<file path="src/rtl/slfpf_pkg.sv">
// Shared types and constants for the sliding linear-fit peak finder.
package slfpf_pkg;

    // Result kind codes
    typedef logic [1:0] t_kind;

    localparam t_kind KIND_FILT = 2'd0;
    localparam t_kind KIND_RISE = 2'd1;
    localparam t_kind KIND_FALL = 2'd2;
    localparam t_kind KIND_PEAK = 2'd3;

    // Fixed widths of the item fields
    localparam int IN_W      = 16;
    localparam int POS_W     = 16;
    localparam int SUM_OUT_W = 21;
    localparam int MOM_OUT_W = 23;

endpackage

</file>
<file path="src/rtl/slfpf_ram.sv">
// Generic single-port-write, registered-read RAM (read-first on a collision).
module slfpf_ram #(
    parameter int WIDTH = 16,
    parameter int DEPTH = 17
) (
    input  logic                     i_clk,
    input  logic                     i_we,
    input  logic [$clog2(DEPTH)-1:0] i_waddr,
    input  logic [WIDTH-1:0]         i_wdata,
    input  logic                     i_re,
    input  logic [$clog2(DEPTH)-1:0] i_raddr,
    output logic [WIDTH-1:0]         o_rdata
);

    logic [WIDTH-1:0] r_mem [DEPTH];
    logic [WIDTH-1:0] r_rdata;

    // Write the entry; a read of the same entry returns the old contents
    always_ff @(posedge i_clk) begin
        if (i_we) begin
            r_mem[i_waddr] <= i_wdata;
        end
        if (i_re) begin
            r_rdata <= r_mem[i_raddr];
        end
    end

    assign o_rdata = r_rdata;

endmodule

</file>
<file path="src/rtl/sliding_linear_fit_peak_finder_unit.sv">
// Top level: sliding window sum and first moment, rise/fall/peak trackers and reports.
// A sample passes through stage 1, stage 2 (the result sequencer) and the output register;
// a filter result comes only once the window is full. Throughput is one sample per cycle
// while the input is not stalled, set by the single RAM port pair of the window buffer; a
// sample marked last also emits three reports, one per cycle while i_stall is low, and the
// input stalls whenever a sample that needs the result sequencer finds it still busy.
// Reset (i_rst_n, synchronous, active low) empties the window, clears the running sums, the
// trackers and all valid flags; the window RAM is not cleared, its entries are written first.
module sliding_linear_fit_peak_finder_unit
    import slfpf_pkg::*;
#(
    parameter int HALF_WIDTH  = 8,
    parameter int SAMPLE_BITS = 16
) (
    input  logic                 i_clk,
    input  logic                 i_rst_n,
    // sample channel
    input  logic                 i_valid,
    output logic                 o_stall,
    input  logic [IN_W-1:0]      i_sample,
    input  logic [IN_W-1:0]      i_scan_offset,
    input  logic                 i_last,
    // result channel
    output logic                 o_valid,
    input  logic                 i_stall,
    output logic [1:0]           o_kind,
    output logic [POS_W-1:0]     o_position,
    output logic [SUM_OUT_W-1:0] o_window_sum,
    output logic [MOM_OUT_W-1:0] o_moment,
    output logic                 o_found,
    output logic                 o_run_end
);

    localparam int WIN_LEN = 2 * HALF_WIDTH + 1;
    localparam int PTR_W   = $clog2(WIN_LEN);
    localparam int USE_W   = (SAMPLE_BITS < IN_W) ? SAMPLE_BITS : IN_W;
    localparam int SUM_W   = SAMPLE_BITS + $clog2(WIN_LEN + 1);
    localparam int MOM_W   = SAMPLE_BITS + $clog2(HALF_WIDTH * (HALF_WIDTH + 1) / 2 + 1) + 1;
    localparam int COEF_W  = $clog2(HALF_WIDTH + 1) + 1;
    localparam int CALC_W  = ((SUM_W > MOM_W) ? SUM_W : MOM_W) + 2;

    // Window write side
    logic [PTR_W-1:0]       r_ptr;
    logic                   r_full;
    logic [POS_W-1:0]       r_center;

    // Stage 1: sample waiting for the oldest window entry
    logic                   r_s1_valid;
    logic [SAMPLE_BITS-1:0] r_s1_x;
    logic                   r_s1_slide;
    logic                   r_s1_last;
    logic signed [COEF_W-1:0] r_s1_coef;
    logic [POS_W-1:0]       r_s1_pos;

    // Running sums
    logic [SUM_W-1:0]        r_sum;
    logic signed [MOM_W-1:0] r_mom;

    // Stage 2: result sequencer
    logic                    r_s2_valid;
    logic                    r_s2_filt;
    logic                    r_s2_last;
    logic [SUM_W-1:0]        r_s2_sum;
    logic signed [MOM_W-1:0] r_s2_mom;
    logic signed [MOM_W-1:0] r_s2_prev;
    logic [POS_W-1:0]        r_s2_pos;
    t_kind                   r_cur;

    // Trackers
    logic                    r_rise_v;
    logic [POS_W-1:0]        r_rise_pos;
    logic signed [MOM_W-1:0] r_rise_val;
    logic                    r_fall_v;
    logic [POS_W-1:0]        r_fall_pos;
    logic signed [MOM_W-1:0] r_fall_val;
    logic                    r_peak_v;
    logic [POS_W-1:0]        r_peak_pos;
    logic [SUM_W-1:0]        r_peak_val;

    // Output register
    logic                    r_o_valid;
    t_kind                   r_o_kind;
    logic [POS_W-1:0]        r_o_pos;
    logic [SUM_OUT_W-1:0]    r_o_sum;
    logic [MOM_OUT_W-1:0]    r_o_mom;
    logic                    r_o_found;
    logic                    r_o_end;

    logic                   accept;
    logic                   out_load;
    logic                   emit;
    logic                   s2_done;
    logic                   s2_free;
    logic                   s1_to_s2;
    logic                   s1_adv;
    logic [SAMPLE_BITS-1:0] x_in;
    logic [SAMPLE_BITS-1:0] ram_rdata;
    logic [PTR_W-1:0]       ptr_inc;

    logic signed [CALC_W-1:0] c_x;
    logic signed [CALC_W-1:0] c_lo;
    logic signed [CALC_W-1:0] c_s;
    logic signed [CALC_W-1:0] c_m;
    logic signed [CALC_W-1:0] c_coef;
    logic signed [CALC_W-1:0] c_h;
    logic signed [CALC_W-1:0] n_sum_c;
    logic signed [CALC_W-1:0] n_mom_c;
    logic [SUM_W-1:0]         n_sum;
    logic signed [MOM_W-1:0]  n_mom;

    logic                    rise_upd;
    logic                    fall_upd;
    logic                    peak_upd;
    logic                    rise_found;
    logic                    fall_found;
    logic                    peak_found;
    logic [POS_W-1:0]        f_pos;
    logic [SUM_OUT_W-1:0]    f_sum;
    logic [MOM_OUT_W-1:0]    f_mom;
    logic                    f_found;

    function automatic logic [SUM_OUT_W-1:0] sum_field(input logic [SUM_W-1:0] v);
        logic [63:0] w;
        w = 64'(v);
        return w[SUM_OUT_W-1:0];
    endfunction

    function automatic logic [MOM_OUT_W-1:0] mom_field(input logic signed [MOM_W-1:0] v);
        logic signed [63:0] w;
        w = 64'(v);
        return w[MOM_OUT_W-1:0];
    endfunction

    // Flow control from the output register back to the input
    assign out_load = !r_o_valid || !i_stall;
    assign emit     = r_s2_valid && out_load;
    assign s2_done  = (r_cur == KIND_PEAK) || ((r_cur == KIND_FILT) && !r_s2_last);
    assign s2_free  = !r_s2_valid || (emit && s2_done);
    assign s1_to_s2 = r_s1_slide || r_s1_last;
    assign s1_adv   = r_s1_valid && (!s1_to_s2 || s2_free);
    assign o_stall  = r_s1_valid && !s1_adv;
    assign accept   = i_valid && !o_stall;

    assign x_in    = SAMPLE_BITS'(i_sample[USE_W-1:0]);
    assign ptr_inc = (r_ptr == PTR_W'(WIN_LEN - 1)) ? '0 : r_ptr + 1'b1;

    // Window buffer: write the new sample over the oldest, reading the oldest first
    slfpf_ram #(
        .WIDTH (SAMPLE_BITS),
        .DEPTH (WIN_LEN)
    ) u_window (
        .i_clk   (i_clk),
        .i_we    (accept),
        .i_waddr (r_ptr),
        .i_wdata (x_in),
        .i_re    (accept && r_full),
        .i_raddr (r_ptr),
        .o_rdata (ram_rdata)
    );

    // Advance the write pointer, fill state and window center
    always_ff @(posedge i_clk) begin
        if (!i_rst_n) begin
            r_ptr  <= '0;
            r_full <= 1'b0;
        end else if (accept) begin
            if (i_last) begin
                r_ptr  <= '0;
                r_full <= 1'b0;
            end else begin
                r_ptr <= ptr_inc;
                if (!r_full && (r_ptr == PTR_W'(WIN_LEN - 1))) begin
                    r_full <= 1'b1;
                end
            end
        end
    end

    always_ff @(posedge i_clk) begin
        if (accept) begin
            if (!r_full && (r_ptr == '0)) begin
                r_center <= i_scan_offset + POS_W'(HALF_WIDTH);
            end else if (r_full) begin
                r_center <= r_center + 1'b1;
            end
        end
    end

    // Stage 1 valid
    always_ff @(posedge i_clk) begin
        if (!i_rst_n) begin
            r_s1_valid <= 1'b0;
        end else begin
            r_s1_valid <= accept || (r_s1_valid && !s1_adv);
        end
    end

    // Stage 1 payload
    always_ff @(posedge i_clk) begin
        if (accept) begin
            r_s1_x     <= x_in;
            r_s1_slide <= r_full;
            r_s1_last  <= i_last;
            r_s1_coef  <= COEF_W'(r_ptr) - COEF_W'(HALF_WIDTH);
            r_s1_pos   <= r_center + 1'b1;
        end
    end

    // Update the window sum and first moment
    always_comb begin
        c_x    = CALC_W'(r_s1_x);
        c_lo   = CALC_W'(ram_rdata);
        c_s    = CALC_W'(r_sum);
        c_m    = CALC_W'(r_mom);
        c_coef = CALC_W'(r_s1_coef);
        c_h    = CALC_W'(HALF_WIDTH);
        if (r_s1_slide) begin
            n_sum_c = c_s + c_x - c_lo;
            n_mom_c = c_m + c_h * (c_x + c_lo) - (c_s - c_lo);
        end else begin
            n_sum_c = c_s + c_x;
            n_mom_c = c_m + c_coef * c_x;
        end
        n_sum = n_sum_c[SUM_W-1:0];
        n_mom = n_mom_c[MOM_W-1:0];
    end

    always_ff @(posedge i_clk) begin
        if (!i_rst_n) begin
            r_sum <= '0;
            r_mom <= '0;
        end else if (s1_adv) begin
            if (r_s1_last) begin
                r_sum <= '0;
                r_mom <= '0;
            end else begin
                r_sum <= n_sum;
                r_mom <= n_mom;
            end
        end
    end

    // Stage 2 control: hold the item until its last result is loaded
    always_ff @(posedge i_clk) begin
        if (!i_rst_n) begin
            r_s2_valid <= 1'b0;
            r_cur      <= KIND_FILT;
        end else if (s1_adv && s1_to_s2) begin
            r_s2_valid <= 1'b1;
            r_cur      <= r_s1_slide ? KIND_FILT : KIND_RISE;
        end else if (emit) begin
            if (s2_done) begin
                r_s2_valid <= 1'b0;
            end else begin
                r_cur <= t_kind'(r_cur + 2'd1);
            end
        end
    end

    always_ff @(posedge i_clk) begin
        if (s1_adv && s1_to_s2) begin
            r_s2_filt <= r_s1_slide;
            r_s2_last <= r_s1_last;
            r_s2_sum  <= n_sum;
            r_s2_mom  <= n_mom;
            r_s2_prev <= r_mom;
            r_s2_pos  <= r_s1_pos;
        end
    end

    // Tracker decisions; ties keep the earlier point
    assign rise_upd = !r_rise_v || (r_s2_mom > r_rise_val);
    assign fall_upd = !r_fall_v || (r_s2_mom < r_fall_val);
    assign peak_upd = r_s2_mom[MOM_W-1] && !r_s2_prev[MOM_W-1] && (r_s2_prev != '0)
                      && (!r_peak_v || (r_s2_sum > r_peak_val));

    always_ff @(posedge i_clk) begin
        if (!i_rst_n) begin
            r_rise_v <= 1'b0;
            r_fall_v <= 1'b0;
            r_peak_v <= 1'b0;
        end else if (emit) begin
            if (r_cur == KIND_PEAK) begin
                r_rise_v <= 1'b0;
                r_fall_v <= 1'b0;
                r_peak_v <= 1'b0;
            end else if (r_cur == KIND_FILT) begin
                if (rise_upd) begin
                    r_rise_v <= 1'b1;
                end
                if (fall_upd) begin
                    r_fall_v <= 1'b1;
                end
                if (peak_upd) begin
                    r_peak_v <= 1'b1;
                end
            end
        end
    end

    always_ff @(posedge i_clk) begin
        if (emit && (r_cur == KIND_FILT)) begin
            if (rise_upd) begin
                r_rise_pos <= r_s2_pos;
                r_rise_val <= r_s2_mom;
            end
            if (fall_upd) begin
                r_fall_pos <= r_s2_pos;
                r_fall_val <= r_s2_mom;
            end
            if (peak_upd) begin
                r_peak_pos <= r_s2_pos;
                r_peak_val <= r_s2_sum;
            end
        end
    end

    // Select the fields of the current result
    assign rise_found = r_rise_v && !r_rise_val[MOM_W-1] && (r_rise_val != '0);
    assign fall_found = r_fall_v && r_fall_val[MOM_W-1];
    assign peak_found = r_peak_v && (r_peak_val != '0);

    always_comb begin
        case (r_cur)
            KIND_FILT: begin
                f_pos   = r_s2_pos;
                f_sum   = sum_field(r_s2_sum);
                f_mom   = mom_field(r_s2_mom);
                f_found = 1'b0;
            end
            KIND_RISE: begin
                f_pos   = rise_found ? r_rise_pos : '0;
                f_sum   = '0;
                f_mom   = rise_found ? mom_field(r_rise_val) : '0;
                f_found = rise_found;
            end
            KIND_FALL: begin
                f_pos   = fall_found ? r_fall_pos : '0;
                f_sum   = '0;
                f_mom   = fall_found ? mom_field(r_fall_val) : '0;
                f_found = fall_found;
            end
            default: begin
                f_pos   = peak_found ? r_peak_pos : '0;
                f_sum   = peak_found ? sum_field(r_peak_val) : '0;
                f_mom   = '0;
                f_found = peak_found;
            end
        endcase
    end

    // Output register
    always_ff @(posedge i_clk) begin
        if (!i_rst_n) begin
            r_o_valid <= 1'b0;
        end else if (out_load) begin
            r_o_valid <= r_s2_valid;
        end
    end

    always_ff @(posedge i_clk) begin
        if (emit) begin
            r_o_kind  <= r_cur;
            r_o_pos   <= f_pos;
            r_o_sum   <= f_sum;
            r_o_mom   <= f_mom;
            r_o_found <= f_found;
            r_o_end   <= s2_done;
        end
    end

    assign o_valid      = r_o_valid;
    assign o_kind       = r_o_kind;
    assign o_position   = r_o_pos;
    assign o_window_sum = r_o_sum;
    assign o_moment     = r_o_mom;
    assign o_found      = r_o_found;
    assign o_run_end    = r_o_end;

    // Checks
    a_s2_has_results: assert property (@(posedge i_clk) disable iff (!i_rst_n)
        r_s2_valid |-> (r_s2_filt || r_s2_last))
        else $error("stage 2 holds an item that causes no result");

    a_report_only_last: assert property (@(posedge i_clk) disable iff (!i_rst_n)
        (r_s2_valid && (r_cur != KIND_FILT)) |-> r_s2_last)
        else $error("report sequenced for an item that does not end the scan");

    a_trackers_cleared: assert property (@(posedge i_clk) disable iff (!i_rst_n)
        (emit && (r_cur == KIND_PEAK)) |=> (!r_rise_v && !r_fall_v && !r_peak_v))
        else $error("trackers not cleared after the peak report");

    a_ptr_range: assert property (@(posedge i_clk) disable iff (!i_rst_n)
        r_ptr <= PTR_W'(WIN_LEN - 1))
        else $error("window pointer out of range");

endmodule

</file>
<file path="config.mk">
export PLATFORM = sky130hd
export DESIGN_NAME = sliding_linear_fit_peak_finder_unit
export DESIGN_NICKNAME = d
export VERILOG_FILES = /design/src/rtl/slfpf_pkg.sv /design/src/rtl/slfpf_ram.sv /design/src/rtl/sliding_linear_fit_peak_finder_unit.sv
export SDC_FILE = /design/constraint.sdc
export NUM_CORES = 1
export LEC_CHECK = 0
export BUFFER_PORTS_ARGS = -buffer_cell sky130_fd_sc_hd__buf_2
export CAP_MARGIN = 0
export CORE_MARGIN = 3
export CORE_UTILIZATION = 40
export CTS_CLUSTER_SIZE = 10
export DETAILED_ROUTE_END_ITERATION = 12
export GPL_TIMING_DRIVEN = 0
export RECOVER_POWER = 50
export SLEW_MARGIN = 20
export SYNTH_ARGS = -nofsm -noshare
export SYNTH_HDL_FRONTEND = slang
export SYNTH_HIERARCHICAL = 1
export SYNTH_SLANG_ARGS = --single-unit
</file>
<file path="constraint.sdc">
create_clock -name i_clk -period 9.4 [get_ports i_clk]
set_clock_uncertainty 0.2 [all_clocks]
set_input_delay 0.94 -clock i_clk [delete_from_list [all_inputs] [get_ports i_clk]]
set_output_delay 0.94 -clock i_clk [all_outputs]
set_load 0.01 [all_outputs]
</file>
==> results.yml <==
synth:
  ys_ff_latch: 664
  ys_types: 81
  synth-main-ff-cell: "edfxtp_1"
  syn_area_per_cell_um2: 13.24
  yosysWarnings: 6
  async_flop_share_pct: 0
  synthCells: 2609
  synth_area_um2: 34550
  seq_area_frac_synth_pct: 56.03
  synth_edf_count: 606
  synth_fp_nets: 2947
detailed_routing:
  drc_errors: 0
  drt_first_iter_violations: 1493
  avgRoutedWirePerCell_um: 21.76
  final_antenna_net_count: 0
  totalWireLength_um: 87480
  num_vias: 21880
  drt_first_pass_iters: 5
  routed_via_density: 5.442
final_layout:
  final_area_um2: 39180
  fillers: 7730
  synthToLayoutAreaGrowth_pct: 13.40
  drive_gt1_share_pct: 9.357
  nets: 3164
  stdcell_count: 4020
global_route:
  grt_pass1_vias: 22450
  grt_pass1_wl_um: 134500
  grt_max_degree: 51
  grt_overflow: 0
  antenna_found_initial: 2
  grt_use_total_pct: 19.48
worst_setup_path:
  cp_slowest_cell: "edfxtp_1"
  critPathTopFamily: "adder cells"
  start_kind: "flip-flop"
  cp.arrival_ns: 6.57
  crit_fanout: 10
  end_kind: "flip-flop"
  cp_cell_sequence: "clkbuf_1 > nand2_1 > fa_1 > fa_1 > fa_1 > inv_1 > fa_1 > ha_1 > a211oi_1 > nor2_1 > a31oi_1 > a211oi_1 > nor3_1 > a21oi_1 > a31oi_1 > xnor2_1 > mux2i_1 > a32o_1"
  path_common_cell: "fa_1"
  worst-path-buf-inv: 2
  required_ns: 9.70
  slowest_delay_ns: 0.56
  critical_path_class: "reg2reg"
floorplanning:
  fp-row-count: 107
  die_area_um2: 89930
  die_h_um: 299.9
  start_util_pct: 40.45
  core_um2: 85410
  boundaryPins: 103
  die_w_um: 299.9
clocking:
  numCtsBuffers: 79
  clk_pin_slew_ns: 0.06
  cts.sinks: 664
  cts_resized: 0
  root_buffer: "clkbuf_16"
  htreeDepth: 3
  clk_latency_ns: 0.64
  cts_max_path_buffers: 3
  post-cts-setup-buffers: 0
  cts_hold_buf: 0
  cts_tree: "done"
outcome:
  violations: "max-capacitance violations, max-slew violations"
  status: "complete, but fails checks"
sta:
  finalMaxSlewViolations: 34
  hold_viol: 0
  fin_crit_ns: 6.265
  worst_slew_pin_slew_ns: 1.894
  fmax_ghz: 0.1596
  rsz0062_at_grt: "false"
  slew_headroom_pct: -26.29
  setup_viol: 0
  min_period_over_period_pct: 66.65
placement:
  globalplace.congestion: 0.9190
  place.detailed.hpwl_um: 65360
  port_buffers: 101
  place_area_um2: 37050
  place_inst: 3889
pwr:
  power.leakage_nw: 14.54
  vdd_drop_max_uv: 199.9
  power.density_nw_per_um2: 206.0
job:
  maxCapViolCount: 1
hold_path:
  hp-class: "reg2reg"
per-stage QoR:
step | worst slack (ns) | utilization [%] | setup TNS (ns) | total power, mW | hold WS [ns]
floorplan | 1.871 | - | 0 | 4.780 | 0.2003
global placement | -2.321 | 42.72 | -91.04 | 5.280 | 0.2017
detailed placement | 3.138 | 43.37 | 0 | 5.316 | 0.2061
CTS | 3.123 | 46.15 | 0 | 8.145 | 0.2153
global route | 2.729 | 45.86 | 0 | 8.480 | 0.2195
finish | 3.135 | 45.87 | 0 | 8.070 | 0.2169
report_power, final:
part / leakage, nW / internal (mW) / total [mW] / switching [mW]
sequential: 6.02 / 3.41 / 3.53 / 0.119
combinational: 7.39 / 0.696 / 1.74 / 1.05
clock: 1.13 / 1.63 / 2.80 / 1.17
total: 14.5 / 5.73 / 8.07 / 2.34
worst reg2reg max path, stage by stage (launching register included):
cell	delay, ns
edfxtp_1	0.56
clkbuf_1	0.47
nand2_1	0.15
fa_1	0.53
fa_1	0.53
fa_1	0.56
inv_1	0.05
fa_1	0.50
ha_1	0.33
a211oi_1	0.29
nor2_1	0.12
a31oi_1	0.31
a211oi_1	0.14
nor3_1	0.38
a21oi_1	0.21
a31oi_1	0.32
xnor2_1	0.16
mux2i_1	0.12
a32o_1	0.24
synthesized netlist by cell type, types with 25 or more instances:
cell type  number  area [µm²]
a21o_1         41       307.8
nand3_1        33       165.2
a22oi_1        78       585.6
nand4_1        25       156.4
mux2i_1        25       250.2
and2_1         72       450.4
inv_1         220       825.8
o21a_1         27       202.7
edfxtp_1      606       18200
o21ai_0       111       555.5
fa_1           84        1682
mux4_2         61        1374
nor2b_1        42       262.8
nand2b_1       31       193.9
clkbuf_1       64       240.2
xnor2_1        76       665.6
ha_1          217        2715
a21oi_1       108       540.5
xor2_1         52       455.4
nor2_1        156       585.6
dfxtp_1        58        1161
nand2_1       114       427.9
cell usage in the layout, fill, tap and decap left out, types with 27 or more instances in the layout:
cell type    n
edfxtp_1   606
inv_1      219
ha_1       217
clkbuf_1   187
nor2_1     142
nand2_1    114
o21ai_0    111
a21oi_1    108
fa_1        84
clkbuf_16   80
a22oi_1     78
xnor2_1     76
and2_1      71
mux4_2      61
dfxtp_1     58
xor2_1      52
nor2b_1     42
a21o_1      41
buf_2       34
nand3_1     33
nand2b_1    31
o21a_1      27
cell families (layout without fill, tap and decap cells):
kind of cell,count (synthesis),count (layout),synth area share [%]
flip-flops,664,664,56.03
adder cells (fa/ha/maj),301,301,12.73
buffers and inverters,308,574,3.716
XOR/XNOR,128,128,3.245
other,0,1,0
AND/OR/NAND/NOR,571,571,8.261
multiplexers,104,104,5.418
AO/OA/AOI/OAI,533,533,10.60
flip-flops by register name (all words and copies together), names as in the netlist, 21 cells and up:
| signal | count |
|---|---|
| o_moment | 23 |
| o_window_sum | 21 |
| r_fall_val | 23 |
| r_mom | 23 |
| r_peak_val | 21 |
| r_rise_val | 23 |
| r_s2_mom | 23 |
| r_s2_prev | 23 |
| r_s2_sum | 21 |
| r_sum | 21 |
| u_window/r_mem | 272 |
per-layer routing:
layer	GRT usage, %	vias to the layer above	routed length, µm
met5	0	-	0
met4	7.036	0	3276
met3	2.361	165	3749
met2	33.20	570	42700
met1	25.69	10940	37750
li1	-	10210	-
path summary, 6_finish.rpt:
check	slack, ns	from	cells after the start	end
min reg2reg	0.22	r_s1_pos[0]	0	r_s2_pos[0]
max reg2reg	3.13	r_s1_coef[3]	18	r_mom[22]
max	3.13	r_s1_coef[3]	18	r_mom[22]
min	0.22	r_s1_pos[0]	0	r_s2_pos[0]
layout make-up:
type | instances | area, µm² | share of cell area, %
flip-flops and latches | 664 | 19360 | 49.41
multi-input cells | 1637 | 13920 | 35.54
clock buffers | 118 | 2165 | 5.525
well taps | 1144 | 1431 | 3.654
repair buffers | 136 | 844.6 | 2.156
inverters | 222 | 834.6 | 2.130
plain buffers | 86 | 412.9 | 1.054
clock inverters | 12 | 206.4 | 0.5270
diodes | 1 | 2.502 | 0.006387
Power figures use the tool's default switching activity.
